`config.mk`:
```
export PLATFORM = sky130hd
export DESIGN_NAME = postscript_string_text_extractor_core
export DESIGN_NICKNAME = d
export VERILOG_FILES = /design/src/rtl/psx_pkg.sv /design/src/rtl/psx_decode.sv /design/src/rtl/psx_outq.sv /design/src/rtl/postscript_string_text_extractor_core.sv
export SDC_FILE = /design/constraint.sdc
export NUM_CORES = 1
export LEC_CHECK = 0
export ABC_AREA = 0
export BUFFER_PORTS_ARGS = -buffer_cell sky130_fd_sc_hd__buf_2
export CORE_MARGIN = 8
export CORE_UTILIZATION = 44
export CTS_BUF_LIST = sky130_fd_sc_hd__clkbuf_16
export DETAILED_ROUTE_END_ITERATION = 10
export GPL_ROUTABILITY_DRIVEN = 0
export PLACE_DENSITY_LB_ADDON = 0.08
export SLEW_MARGIN = 20
export SYNTH_ARGS = -nofsm -noshare
export SYNTH_HDL_FRONTEND = slang
export SYNTH_SLANG_ARGS = --single-unit
```
`constraint.sdc`:
```
create_clock -name i_clk -period 2.47 [get_ports i_clk]
set_input_delay 0.247 -clock i_clk [delete_from_list [all_inputs] [get_ports i_clk]]
set_output_delay 0.247 -clock i_clk [all_outputs]
set_load 0.02 [all_outputs]
```
`src/rtl/psx_pkg.sv`:
```
// ----------------------------------------------------------------------------
// psx_pkg
// Shared types and constants for the PostScript string text extractor.
// ----------------------------------------------------------------------------
package psx_pkg;

    localparam int DEPTH_W = 8;
    localparam logic [DEPTH_W-1:0] MAX_NEST = 8'd255;

    localparam logic [7:0] CH_PERCENT = 8'h25;
    localparam logic [7:0] CH_LPAREN  = 8'h28;
    localparam logic [7:0] CH_RPAREN  = 8'h29;
    localparam logic [7:0] CH_BSLASH  = 8'h5C;
    localparam logic [7:0] CH_SPACE   = 8'h20;
    localparam logic [7:0] CH_NL      = 8'h0A;

    // Output queue geometry: room for two results from one request plus slack.
    localparam int OQ_DEPTH = 4;
    localparam int OQ_AW    = $clog2(OQ_DEPTH);
    localparam int OQ_CW    = $clog2(OQ_DEPTH + 1);

    typedef struct packed {
        logic [DEPTH_W-1:0] nest_depth;
        logic               escape_pending;
        logic               in_comment;
        logic               line_has_output;
    } t_parse_state;

    typedef struct packed {
        logic [7:0] char_out;
        logic       last;
    } t_result;

    typedef struct packed {
        logic [1:0] count;
        t_result    first;
        t_result    second;
    } t_result_pair;

endpackage

```
`src/rtl/psx_decode.sv`:
```
// ----------------------------------------------------------------------------
// psx_decode
// Combinational parser step: next line state and up to two results per request.
// ----------------------------------------------------------------------------
module psx_decode
    import psx_pkg::*;
(
    input  t_parse_state i_state,
    input  logic [7:0]   i_char_in,
    input  logic         i_line_end,
    output t_parse_state o_state,
    output t_result_pair o_results
);

    logic       in_string;
    logic [1:0] cnt;
    logic [7:0] c0;
    logic [7:0] c1;

    always_comb begin
        in_string = (i_state.nest_depth != '0);
        o_state   = i_state;
        cnt       = 2'd0;
        c0        = i_char_in;
        c1        = i_char_in;

        priority if (i_line_end) begin
            c0      = CH_NL;
            cnt     = i_state.line_has_output ? 2'd1 : 2'd0;
            o_state = '0;
        end else if (i_state.in_comment) begin
            cnt = 2'd0;
        end else if (i_state.escape_pending) begin
            o_state.escape_pending = 1'b0;
            if (i_char_in == CH_LPAREN || i_char_in == CH_RPAREN ||
                i_char_in == CH_BSLASH) begin
                cnt = 2'd1;
            end else begin
                cnt = 2'd2;
                c0  = CH_BSLASH;
            end
        end else if (!in_string && i_char_in == CH_PERCENT) begin
            o_state.in_comment = 1'b1;
        end else if (i_char_in == CH_LPAREN) begin
            cnt = in_string ? 2'd1 : 2'd0;
            if (i_state.nest_depth < MAX_NEST) begin
                o_state.nest_depth = i_state.nest_depth + 1'b1;
            end
        end else if (i_char_in == CH_RPAREN) begin
            if (in_string) begin
                o_state.nest_depth = i_state.nest_depth - 1'b1;
                cnt = 2'd1;
                c0  = (i_state.nest_depth == {{(DEPTH_W-1){1'b0}}, 1'b1}) ?
                      CH_SPACE : CH_RPAREN;
            end
        end else if (in_string && i_char_in == CH_BSLASH) begin
            o_state.escape_pending = 1'b1;
        end else if (in_string) begin
            cnt = 2'd1;
        end

        // End of line clears everything, including the output flag.
        if (!i_line_end && cnt != 2'd0) begin
            o_state.line_has_output = 1'b1;
        end

        o_results.count           = cnt;
        o_results.first.char_out  = c0;
        o_results.first.last      = (cnt == 2'd1);
        o_results.second.char_out = c1;
        o_results.second.last     = 1'b1;
    end

endmodule

```
`src/rtl/psx_outq.sv`:
```
// ----------------------------------------------------------------------------
// psx_outq
// Small result queue: takes zero to two results per cycle, gives one.
// ----------------------------------------------------------------------------
module psx_outq
    import psx_pkg::*;
(
    input  logic         i_clk,
    input  logic         i_rst_n,
    input  t_result_pair i_push,
    output logic         o_room,
    output logic         o_valid,
    input  logic         i_ready,
    output t_result      o_head
);

    t_result          r_mem [OQ_DEPTH];
    logic [OQ_AW-1:0] r_wr_ptr;
    logic [OQ_AW-1:0] r_rd_ptr;
    logic [OQ_CW-1:0] r_count;
    logic [OQ_AW-1:0] n_wr_ptr;
    logic [OQ_AW-1:0] n_rd_ptr;
    logic [OQ_CW-1:0] n_count;
    logic [OQ_AW-1:0] wr_ptr_1;
    logic             pop;

    // Accept only while the worst case of two results still fits.
    assign o_room   = (r_count <= OQ_CW'(OQ_DEPTH - 2));
    assign o_valid  = (r_count != '0);
    assign o_head   = r_mem[r_rd_ptr];
    assign pop      = o_valid && i_ready;
    assign wr_ptr_1 = r_wr_ptr + 1'b1;

    always_comb begin
        n_wr_ptr = r_wr_ptr + OQ_AW'(i_push.count);
        n_rd_ptr = r_rd_ptr + OQ_AW'(pop);
        n_count  = r_count + OQ_CW'(i_push.count) - OQ_CW'(pop);
    end

    always_ff @(posedge i_clk) begin
        if (i_push.count != 2'd0) begin
            r_mem[r_wr_ptr] <= i_push.first;
        end
        if (i_push.count == 2'd2) begin
            r_mem[wr_ptr_1] <= i_push.second;
        end
    end

    always_ff @(posedge i_clk) begin
        if (!i_rst_n) begin
            r_wr_ptr <= '0;
            r_rd_ptr <= '0;
            r_count  <= '0;
        end else begin
            r_wr_ptr <= n_wr_ptr;
            r_rd_ptr <= n_rd_ptr;
            r_count  <= n_count;
        end
    end

endmodule

```
`src/rtl/postscript_string_text_extractor_core.sv`:
```
// ----------------------------------------------------------------------------
// postscript_string_text_extractor_core
// Extracts the text of parenthesized string literals from a PostScript stream.
// ----------------------------------------------------------------------------
// Usage: each input request carries either one source byte (i_line_end low)
// or an end-of-line mark (i_line_end high, i_char_in ignored). Each output
// request carries one extracted byte, with o_last high on the final byte
// that a given input request produced. An input request may produce zero,
// one or two output requests; two only for an escape that keeps its
// backslash.
// Results of an accepted request are written into the output queue and
// offered from its head. Throughput: one input request per cycle while
// the receiver keeps up. The limit is the four-entry output queue, which
// must hold room for two results before a request is taken, so a stalled
// receiver stops input once three or four results are queued.
// Reset (synchronous, active low) clears the nesting depth, the escape and
// comment flags, the line flag and the output queue; nothing is offered
// until new input arrives.
// ----------------------------------------------------------------------------
module postscript_string_text_extractor_core
    import psx_pkg::*;
(
    input  logic       i_clk,
    input  logic       i_rst_n,
    input  logic       i_in_valid,
    output logic       o_in_ready,
    input  logic [7:0] i_char_in,
    input  logic       i_line_end,
    output logic       o_out_valid,
    input  logic       i_out_ready,
    output logic [7:0] o_char_out,
    output logic       o_last
);

    t_parse_state r_state;
    t_parse_state n_state;
    t_parse_state dec_state;
    t_result_pair dec_results;
    t_result_pair push;
    t_result      head;
    logic         accept;
    logic         room;

    // The parser step works on the current line state and the new byte.
    psx_decode u_decode (
        .i_state   (r_state),
        .i_char_in (i_char_in),
        .i_line_end(i_line_end),
        .o_state   (dec_state),
        .o_results (dec_results)
    );

    assign o_in_ready = room;
    assign accept     = i_in_valid && room;

    // Nothing is pushed or updated unless the request is actually taken.
    always_comb begin
        push    = dec_results;
        n_state = r_state;
        if (accept) begin
            n_state = dec_state;
        end else begin
            push.count = 2'd0;
        end
    end

    always_ff @(posedge i_clk) begin
        if (!i_rst_n) begin
            r_state <= '0;
        end else begin
            r_state <= n_state;
        end
    end

    // The queue decouples the two sides so input keeps flowing while a
    // finished result waits.
    psx_outq u_outq (
        .i_clk  (i_clk),
        .i_rst_n(i_rst_n),
        .i_push (push),
        .o_room (room),
        .o_valid(o_out_valid),
        .i_ready(i_out_ready),
        .o_head (head)
    );

    assign o_char_out = head.char_out;
    assign o_last     = head.last;

endmodule

```
==> results of run 1 <==
worst register-to-register path: cells and delay by family, from the launching register on:
kind / cells / cell delay (ns)
flops: 1 / 0.36
simple gates: 3 / 0.70
fa+ha+maj: 3 / 0.88
xor+xnor: 2 / 0.26
buf+inv: 1 / 0.04
stage by stage:
step	power [mW]	utilization, %	setup TNS, ns	std cells
final	2.59	56.2	0	450
after CTS	2.62	56.1	0	450
after floorplan	1.57	-	-0.0148	293
after global routing	2.73	56.2	0	450
after detailed placement	1.80	53.5	-0.0218	442
after global placement	1.79	53.5	0	442
timing repair:
action | 4_1_cts | 5_1_grt
endpoints found under the hold margin | 0 | 0
resized for setup | 0 | 2
endpoints found under the setup margin | 0 | 1
logic make-up (layout without fill, tap and decap cells):
family	Yosys count	in the layout	synth area share (%)
compound gates	63	63	14.9
xor+xnor	7	7	1.96
fa+ha+maj	9	9	3.84
buf+inv	23	84	3.20
flops	54	54	44.8
mux	14	14	8.16
simple gates	123	123	23.1
Yosys cell counts, types with 5 or more instances:
cell,instances
and2_1,13
inv_1,10
o21a_1,6
nand4_1,10
or3_1,6
mux4_2,9
nor2b_1,5
clkbuf_1,8
o21ai_0,7
nand3_1,8
and3_1,7
ha_1,8
nand2_1,22
nor2_1,21
nor4_2,5
dfxtp_1,22
a21oi_1,10
edfxtp_1,32
xnor2_1,6
nor3_1,5
a22o_1,17
power by group through the flow:
stage	combinational (mW)	sequential, mW	clock (mW)
floorplan	0.553	1.02	0
global placement	0.752	1.04	0
detailed placement	0.756	1.04	0
CTS	0.758	1.02	0.849
global route	0.824	1.03	0.884
finish	0.740	1.02	0.831
flip-flops by register name, indices dropped and copies added, names as in the netlist:
signal and cells:
u_outq.r_count 3, u_outq.r_wr_ptr 2, u_outq.r_rd_ptr 2, r_state 11, u_outq.r_mem 36
placed cells by master (no fill, tap or decap), types with 3 or more instances in the layout:
master / count
a21oi_1: 10
a22o_1: 17
and2_1: 13
and3_1: 7
buf_2: 23
buf_4: 40
clkbuf_16: 5
dfxtp_1: 22
edfxtp_1: 32
ha_1: 8
inv_1: 10
mux2i_1: 3
mux4_2: 9
nand2_1: 22
nand3_1: 7
nand3b_1: 3
nand4_1: 10
nor2_1: 21
nor2b_1: 5
nor3_1: 4
nor4_2: 5
o21a_1: 6
o21ai_0: 7
o31a_1: 3
or2_1: 3
or3_1: 6
xnor2_1: 5
final cells by class:
type	count	area [um^2]	area share, %
clock buffers	5	125	3.26
inverters	11	41.3	1.08
well taps	96	120	3.13
flip-flops and latches	54	1400	36.5
repair buffers	65	455	11.9
clock inverters	3	47.5	1.24
multi-input cells	216	1650	42.9
worst paths after layout:
| path | slack, ns | cells after the start | from | end |
|---|---|---|---|---|
| max reg2reg | 0.13 | 9 | u_outq.r_count[2]$_SDFF_PN0_ | u_outq.r_count[2]$_SDFF_PN0_ |
| min | 0.25 | 2 | i_rst_n | u_outq.r_rd_ptr[0]$_SDFF_PN0_ |
| max | 0.13 | 9 | u_outq.r_count[2]$_SDFF_PN0_ | u_outq.r_count[2]$_SDFF_PN0_ |
| min reg2reg | 0.48 | 1 | u_outq.r_mem[2][0]$_SDFFE_PP1P_ | u_outq.r_mem[2][0]$_SDFFE_PP1P_ |
routing by layer:
metal	up-vias	share of wire, %
met5	-	0
li1	1233	-
met4	0	1.5
met3	11	3.1
met1	1229	49
met2	45	47
==> flow_summary.yaml, run 1 <==
run_status:
  status: "completed"
setup_path:
  path_class: "reg -> reg"
  cp.buffers_inverters: 1
  crit_chain: "or3_1 > and2_1 > ha_1 > inv_1 > ha_1 > fa_2 > xnor2_2 > xnor2_1 > and2_1"
  cpLargestDelayFamily: "adder cells"
  critPathSlowestCell: "fa_2"
  startpoint_type: "register"
  cp.arrival_ns: 2.54
  endpoint_kind: "register"
  critPathMaxFanout: 5
  crit_path_max_incr_delay_ns: 0.41
  required_ns: 2.67
route:
  drc: 0
  dr_total_vias: 2518
  viasPerCell: 5.60
  ant_nets: 0
  drtIter0Drc: 121
  drt-total-wl_mm: 7.83
  firstDrtPassIters: 4
  wl_per_cell_um: 17.4
power_and_ir_drop:
  p_int_mw: 1.82
  p_switching_mw: 0.773
  p_clk_share_pct: 32.1
  peakVddDrop_mv: 0.498
  leakagePower_nw: 1.52
  switching_share_pct: 29.9
  power_density_mw_per_mm2: 674
  p_comb_share_pct: 28.6
  p_seq_share_pct: 39.3
clocking:
  hold_buffers: 0
  numCtsBuffers: 5
  post-cts-setup-buffers: 0
  root_buffer: "clkbuf_16"
  clk-insertion-delay-late_ns: 0.30
  cts_tree: "yes"
  cts_buffer_depth: 2
  clock-sinks: 54
  clk_pin_slew_ns: 0.07
  h-tree-depth: 2
floorplan:
  design.die.area_mm2: 0.0101
  die_y_um: 100
  io_pins: 24
  chipWidth_um: 100
  core_mm2: 0.00683
  floorplan.rows: 30
  start_util_pct: 45.8
sta:
  fmax_mhz: 427
  skew_ns: 0.00684
  setup_viol: 0
  worstMarginPinSlew_ns: 0.572
  worst_slack_ns: 0.128
  rsz0062_at_grt: "no"
  period_share_pct: 94.8
  period_minus_slack_ns: 2.34
  drv_slew: 0
  holdWs_ns: 0.251
  finalHoldViolations: 0
  max_slew_margin_pct: 61.8
yosys:
  synthesis.area_mm2: 0.00313
  synth_seq_cells: 54
  syn_inst: 293
  synth-async-reset-ratio_pct: 0
  ys_top_cells_by_area: "edfxtp_1, dfxtp_1, mux4_2"
  ys_types: 56
  yosys.area.top_type: "edfxtp_1"
  yosysSeqAreaShare_pct: 44.8
  synth_nets: 315
  synth.avg_cell_area_um2: 10.7
  synth-main-ff-cell: "edfxtp_1"
  yosysWarnings: 0
  synth_edf_count: 32
  netlist.area_leader.share_pct: 30.7
place:
  dp_hpwl_mm: 5.99
  port_buffers: 23
  place_area_mm2: 0.00366
  preCtsSetupSlack_ns: -0.0218
layout:
  area_delta_synth_final_pct: 22.8
  fill_cells: 648
  finalNetCount: 375
  final_area_mm2: 0.00384
  drive_gt1_share_pct: 28.0
  antenna_cells: 0
grt:
  met3_usage_pct: 3.32
  grt_pass1_wl_mm: 13.3
  overflow: 0
  grt_max_degree: 19
  grt_pass1_vias: 2520
  grtUsageMet1_pct: 22.1
  top_usage_layer: "met2"
  met2_usage_pct: 27.2
  grtUsageTotal_pct: 16.9
  antenna_found_initial: 0
run:
  cap_viol_max_count: 0
worst_hold_path:
  hold_class: "in -> reg"
No activity file was read; power rests on OpenSTA's default activity.
==> run 2, diff against run 1 <==
--- a/config.mk
+++ b/config.mk
@@ -5,7 +5,7 @@
 export SDC_FILE = /design/constraint.sdc
 export NUM_CORES = 1
 export LEC_CHECK = 0
-export ABC_AREA = 0
+export ABC_AREA = 1
 export BUFFER_PORTS_ARGS = -buffer_cell sky130_fd_sc_hd__buf_2
 export CORE_MARGIN = 8
 export CORE_UTILIZATION = 44
@@ -13,6 +13,7 @@
 export DETAILED_ROUTE_END_ITERATION = 10
 export GPL_ROUTABILITY_DRIVEN = 0
 export PLACE_DENSITY_LB_ADDON = 0.08
+export REMOVE_ABC_BUFFERS = 1
 export SLEW_MARGIN = 20
 export SYNTH_ARGS = -nofsm -noshare
 export SYNTH_HDL_FRONTEND = slang
==> flow_summary.yaml, run 2 <==
sta:
  rsz0062_at_grt: "no"
  skew_ns: 0.00529
  finalHoldViolations: 0
  drv_slew: 0
  fmax_mhz: 445
  worstMarginPinSlew_ns: 0.576
  tns_ns: 0
  period_minus_slack_ns: 2.25
  max_slew_margin_pct: 61.5
  period_share_pct: 91.0
  setup_viol: 0
yosys:
  synthMuxAreaShare_pct: 0
  synthAdderAreaFrac_pct: 3.73
  ys_top_cells_by_area: "edfxtp_1, dfxtp_1, nand2_1"
  syn_inst: 414
  synthXorXnorAreaFrac_pct: 1.90
  synthesis.area_mm2: 0.00322
  synth_seq_cells: 54
  synth_edf_count: 32
  ys_types: 36
  synth-async-reset-ratio_pct: 0
  synth.avg_cell_area_um2: 7.78
  netlist.area_leader.share_pct: 29.8
  synth_top_family_by_area: "simple AND/OR/NAND/NOR gates"
  synth_compound_area_share_pct: 15.5
  yosysWarnings: 0
  yosysMostFrequentCell: "nand2_1"
  yosys.area_share.simple_pct: 27.9
  synth-main-ff-cell: "edfxtp_1"
  yosysSeqAreaShare_pct: 43.5
  yosys.area.top_type: "edfxtp_1"
  synthTopCellsByCount: "nand2_1, o21ai_0, nor2_1, inv_1, edfxtp_1"
clocking:
  cts_tree: "yes"
  clk-insertion-delay-late_ns: 0.29
  cts_buffer_depth: 2
  post-cts-setup-buffers: 0
  numCtsBuffers: 5
  hold_buffers: 0
  clock-sinks: 54
  clk_pin_slew_ns: 0.07
  root_buffer: "clkbuf_16"
  h-tree-depth: 2
power_and_ir_drop:
  power_density_mw_per_mm2: 853
  switching_share_pct: 37.3
  p_int_mw: 1.97
  p_seq_share_pct: 36.8
  p_comb_share_pct: 37.8
  leakagePower_nw: 1.51
  p_switching_mw: 1.17
  p_clk_share_pct: 25.4
  peakVddDrop_mv: 0.483
  power_mw: 3.14
floorplan:
  core_mm2: 0.00718
  io_pins: 24
  floorplan.rows: 31
  design.die.area_mm2: 0.0103
  start_util_pct: 44.9
  die_y_um: 102
  chipWidth_um: 102
layout:
  fin_cells: 545
  antenna_cells: 0
  reg_top3: "u_outq.r_mem (36), r_state (11), u_outq.r_count (3)"
  finalNetCount: 467
  most-common-layout-cells: "nand2_1, o21ai_0, nor2_1, inv_1, edfxtp_1"
  fill_cells: 740
  largest_reg_flops: 36
  final_common_cell: "nand2_1"
  regMostFlops: "u_outq.r_mem"
  area_delta_synth_final_pct: 14.2
  drive_gt1_share_pct: 19.3
grt:
  grt_pass1_vias: 2709
  antenna_found_initial: 0
  grtUsageTotal_pct: 16.0
  overflow: 0
  grt_max_degree: 20
  grt_pass1_wl_mm: 13.0
worst_hold_path:
  hold_class: "in -> reg"
place:
  port_buffers: 23
  dp_hpwl_mm: 5.75
  placed_cells: 537
setup_path:
  critPathMaxFanout: 5
  crit_chain: "inv_2 > ha_2 > nand4_1 > nand2_1 > nand2_1 > nand3_2 > nand2_2 > nand2_2 > inv_1 > ha_1 > fa_1 > xor2_1 > o21ai_1 > a21oi_1"
  startpoint_type: "register"
  required_ns: 2.65
  cp.arrival_ns: 2.43
  critPathSlowestCell: "fa_1"
  crit_path_max_incr_delay_ns: 0.37
  path_class: "reg -> reg"
  endpoint_kind: "register"
route:
  wl_per_cell_um: 14.3
  drc: 0
  drtIter0Drc: 146
  ant_nets: 0
  viasPerCell: 5.09
  dr_total_vias: 2776
  firstDrtPassIters: 4
  drt-total-wl_mm: 7.77
run:
  cap_viol_max_count: 0
run_status:
  status: "completed"
run 2: cell types whose count changed in the layout (fill, tap and decap cells not counted), sizes merged, moves of 7 or more:
cell / delta
o22ai: +9
and3: -7
buf: -28
a22o: -17
nand3: +18
inv: +36
and2: -12
nor2: +28
mux4: -9
o21ai: +50
nand2: +84
run 2: path summary, 6_finish.rpt:
check | slack, ns | cells past startpoint | to | startpoint
min | 0.24 | 3 | u_outq.r_rd_ptr[0]$_SDFF_PN0_ | i_rst_n
max | 0.22 | 14 | u_outq.r_count[2]$_SDFF_PN0_ | r_state[4]$_SDFFE_PN0P_
min reg2reg | 0.47 | 2 | r_state[0]$_SDFFE_PN0P_ | r_state[0]$_SDFFE_PN0P_
max reg2reg | 0.22 | 14 | u_outq.r_count[2]$_SDFF_PN0_ | r_state[4]$_SDFFE_PN0P_
run 2: stage by stage:
step | hold WS, ns | util, % | worst slack, ns | instance area, um^2
after floorplan | 0.340 | - | 0.0403 | 3150
after global placement | 0.438 | 48.9 | 0.132 | 3510
after detailed placement | 0.441 | 48.9 | 0.0640 | 3510
after CTS | 0.238 | 51.2 | 0.122 | 3680
after global routing | 0.270 | 51.3 | 0.0181 | 3680
final | 0.242 | 51.3 | 0.221 | 3680
run 2: cell families (layout without fill, tap and decap cells):
kind of cell,count (synthesis),count (layout)
AND/OR/NAND/NOR,196,196
AO/OA/AOI/OAI,89,89
buffers and inverters,59,91
XOR/XNOR,7,7
flip-flops,54,54
adder cells (fa/ha/maj),9,9
run 2: metal layers:
metal  global-route usage [%]  up-vias  routed length (um)
li1                         -     1444                   -
met3                     2.82       16                 313
met4                     6.53        0                 162
met2                     27.3       44                3690
met5                        0        -                   0
met1                     19.5     1272                3610
run 2: critical path: cells and delay by family (launching register included):
family,cells,cell delay (ns)
compound gates,2,0.17
fa+ha+maj,3,0.75
simple gates,6,0.56
buf+inv,2,0.14
flops,1,0.35
xor+xnor,1,0.16
run 2: repair_timing:
action | CTS | global route
setup endpoints to repair | 0 | 1
gates resized for setup | 0 | 4
hold endpoints to repair | 0 | 0
run 2: power groups by stage:
stage	Sequential, mW	Clock, mW	Combinational [mW]
floorplan	1.18	0	0.801
CTS	1.16	0.811	1.20
global placement	1.17	0	1.18
detailed placement	1.18	0	1.19
finish	1.16	0.797	1.19
global route	1.17	0.831	1.35
run 2: layout make-up:
cell class                      instances  area [um^2]  area share [%]
Multi-Input combinational cell        301         1580            43.0
Sequential cell                        54         1400            38.1
Timing Repair Buffer                   37          233            6.33
Inverter                               46          173            4.69
Clock buffer                            5          125            3.40
Tap cell                               99          124            3.37
Clock inverter                          3         41.3            1.12
==> run 3, diff against run 2 <==
--- a/config.mk
+++ b/config.mk
@@ -5,7 +5,6 @@
 export SDC_FILE = /design/constraint.sdc
 export NUM_CORES = 1
 export LEC_CHECK = 0
-export ABC_AREA = 1
 export BUFFER_PORTS_ARGS = -buffer_cell sky130_fd_sc_hd__buf_2
 export CORE_MARGIN = 8
 export CORE_UTILIZATION = 44
==> flow_summary.yaml, run 3 (synthesized netlist as in run 1, its figures left out) <==
power_and_ir_drop:
  p_comb_share_pct: 28.6
  switching_share_pct: 29.7
  leakagePower_nw: 1.55
  p_clk_share_pct: 31.9
  p_switching_mw: 0.767
  p_seq_share_pct: 39.5
  peakVddDrop_mv: 0.442
  power_density_mw_per_mm2: 665
  p_int_mw: 1.81
floorplan:
  io_pins: 24
  floorplan.rows: 30
  core_mm2: 0.00683
  die_y_um: 100
  chipWidth_um: 100
  start_util_pct: 45.8
  design.die.area_mm2: 0.0101
route:
  viasPerCell: 5.55
  wl_per_cell_um: 17.3
  firstDrtPassIters: 4
  ant_nets: 0
  drt-total-wl_mm: 7.92
  drtIter0Drc: 128
  dr_total_vias: 2549
  drc: 0
layout:
  largest_reg_flops: 36
  finalNetCount: 384
  most-common-layout-cells: "buf_4, edfxtp_1, buf_2, nand2_1, dfxtp_1"
  final_common_cell: "buf_4"
  reg_top3: "u_outq.r_mem (36), r_state (11), u_outq.r_count (3)"
  drive_gt1_share_pct: 28.9
  area_delta_synth_final_pct: 24.0
  antenna_cells: 0
  seqCellArea_mm2: 0.00140
  final_core_util_pct: 56.8
  regMostFlops: "u_outq.r_mem"
  fill_cells: 615
  multi_input_area_mm2: 0.00164
sta:
  worstMarginPinSlew_ns: 0.616
  tns_ns: 0
  max_slew_margin_pct: 58.6
  worst_slack_ns: 0.126
  setup_viol: 0
  finalHoldViolations: 0
  skew_ns: 0.00444
  drv_slew: 0
  holdWs_ns: 0.262
  period_minus_slack_ns: 2.34
  fmax_mhz: 427
  rsz0062_at_grt: "no"
  period_share_pct: 94.9
place:
  port_buffers: 23
  preCtsSetupSlack_ns: -0.127
  dp_hpwl_mm: 6.08
setup_path:
  critPathMaxFanout: 5
  cp.arrival_ns: 2.54
  path_class: "reg -> reg"
  endpoint_kind: "register"
  startpoint_type: "register"
  required_ns: 2.66
clocking:
  numCtsBuffers: 5
  clock-sinks: 54
  cts_tree: "yes"
  cts_buffer_depth: 2
  post-cts-setup-buffers: 0
  root_buffer: "clkbuf_16"
  h-tree-depth: 2
  clk-insertion-delay-late_ns: 0.29
  clk_pin_slew_ns: 0.07
grt:
  antenna_found_initial: 0
  overflow: 0
  grt_max_degree: 19
  grt_pass1_wl_mm: 13.4
  grtUsageTotal_pct: 16.6
  grt_pass1_vias: 2669
run_status:
  status: "completed"
run:
  cap_viol_max_count: 0
worst_hold_path:
  hold_class: "in -> reg"
run 3: changes by cell type in the layout (fill, tap and decap cells not counted), sizes merged, moves of 7 or more:
cell | previous run | this run
inv | 47 | 11
o21ai | 59 | 9
nor2 | 49 | 21
nand2 | 106 | 22
a22o | 0 | 17
buf | 37 | 74
mux4 | 0 | 9
nand3 | 26 | 8
and2 | 1 | 13
o22ai | 9 | 0
and3 | 0 | 7
run 3: worst paths after layout:
check,startpoint,end,slack (ns),depth (start not counted)
max,r_state[7]$_SDFFE_PN0P_,u_outq.r_count[2]$_SDFF_PN0_,0.13,10
min,i_rst_n,u_outq.r_rd_ptr[0]$_SDFF_PN0_,0.26,2
max reg2reg,r_state[7]$_SDFFE_PN0P_,u_outq.r_count[2]$_SDFF_PN0_,0.13,10
min reg2reg,u_outq.r_mem[3][0]$_SDFFE_PP1N_,u_outq.r_mem[3][0]$_SDFFE_PP1N_,0.49,1
run 3: layout make-up:
cell class                 count  area share, %
multi-input combinational    216           42.4
sequential                    54           36.1
timing repair buffer          74           12.8
clock buffer                   5           3.23
tap                           96           3.10
clock inverter                 3           1.23
inverter                      11           1.06
run 3: power by group through the flow:
| stage | registers (mW) | logic (mW) | clock network, mW |
|---|---|---|---|
| after floorplan | 1.06 | 0.483 | 0 |
| after global placement | 1.04 | 0.740 | 0 |
| after detailed placement | 1.04 | 0.747 | 0 |
| after CTS | 1.02 | 0.751 | 0.832 |
| after global routing | 1.02 | 0.817 | 0.866 |
| final | 1.02 | 0.738 | 0.822 |
run 3: timing repair:
item | 4_1_cts | 5_1_grt
hold buffers | 0 | 0
setup endpoints to repair | 0 | 9
gates resized for setup | 0 | 3
run 3: stage by stage:
step / instances / power [mW] / instance area (um^2)
5_1_grt: 459 / 2.71 / 3880
4_1_cts: 459 / 2.60 / 3860
2_1_floorplan: 281 / 1.54 / 3070
6_report: 459 / 2.58 / 3880
3_5_place_dp: 451 / 1.78 / 3690
3_3_place_gp: 451 / 1.78 / 3690
run 3: critical path, stage by stage (launching register included):
cell,delay (ns)
dfxtp_1,0.36
nor3_2,0.27
nand3_2,0.16
a21oi_1,0.17
nor2_1,0.05
a21o_1,0.20
ha_1,0.21
fa_1,0.38
xnor2_1,0.22
xnor2_1,0.08
and2_1,0.15
run 3: per-layer routing:
metal | GRT usage, % | part of all wire [%]
met1 | 22.3 | 49
met3 | 2.15 | 3.2
met2 | 27.0 | 46
met4 | 4.65 | 1.0
met5 | 0 | 0
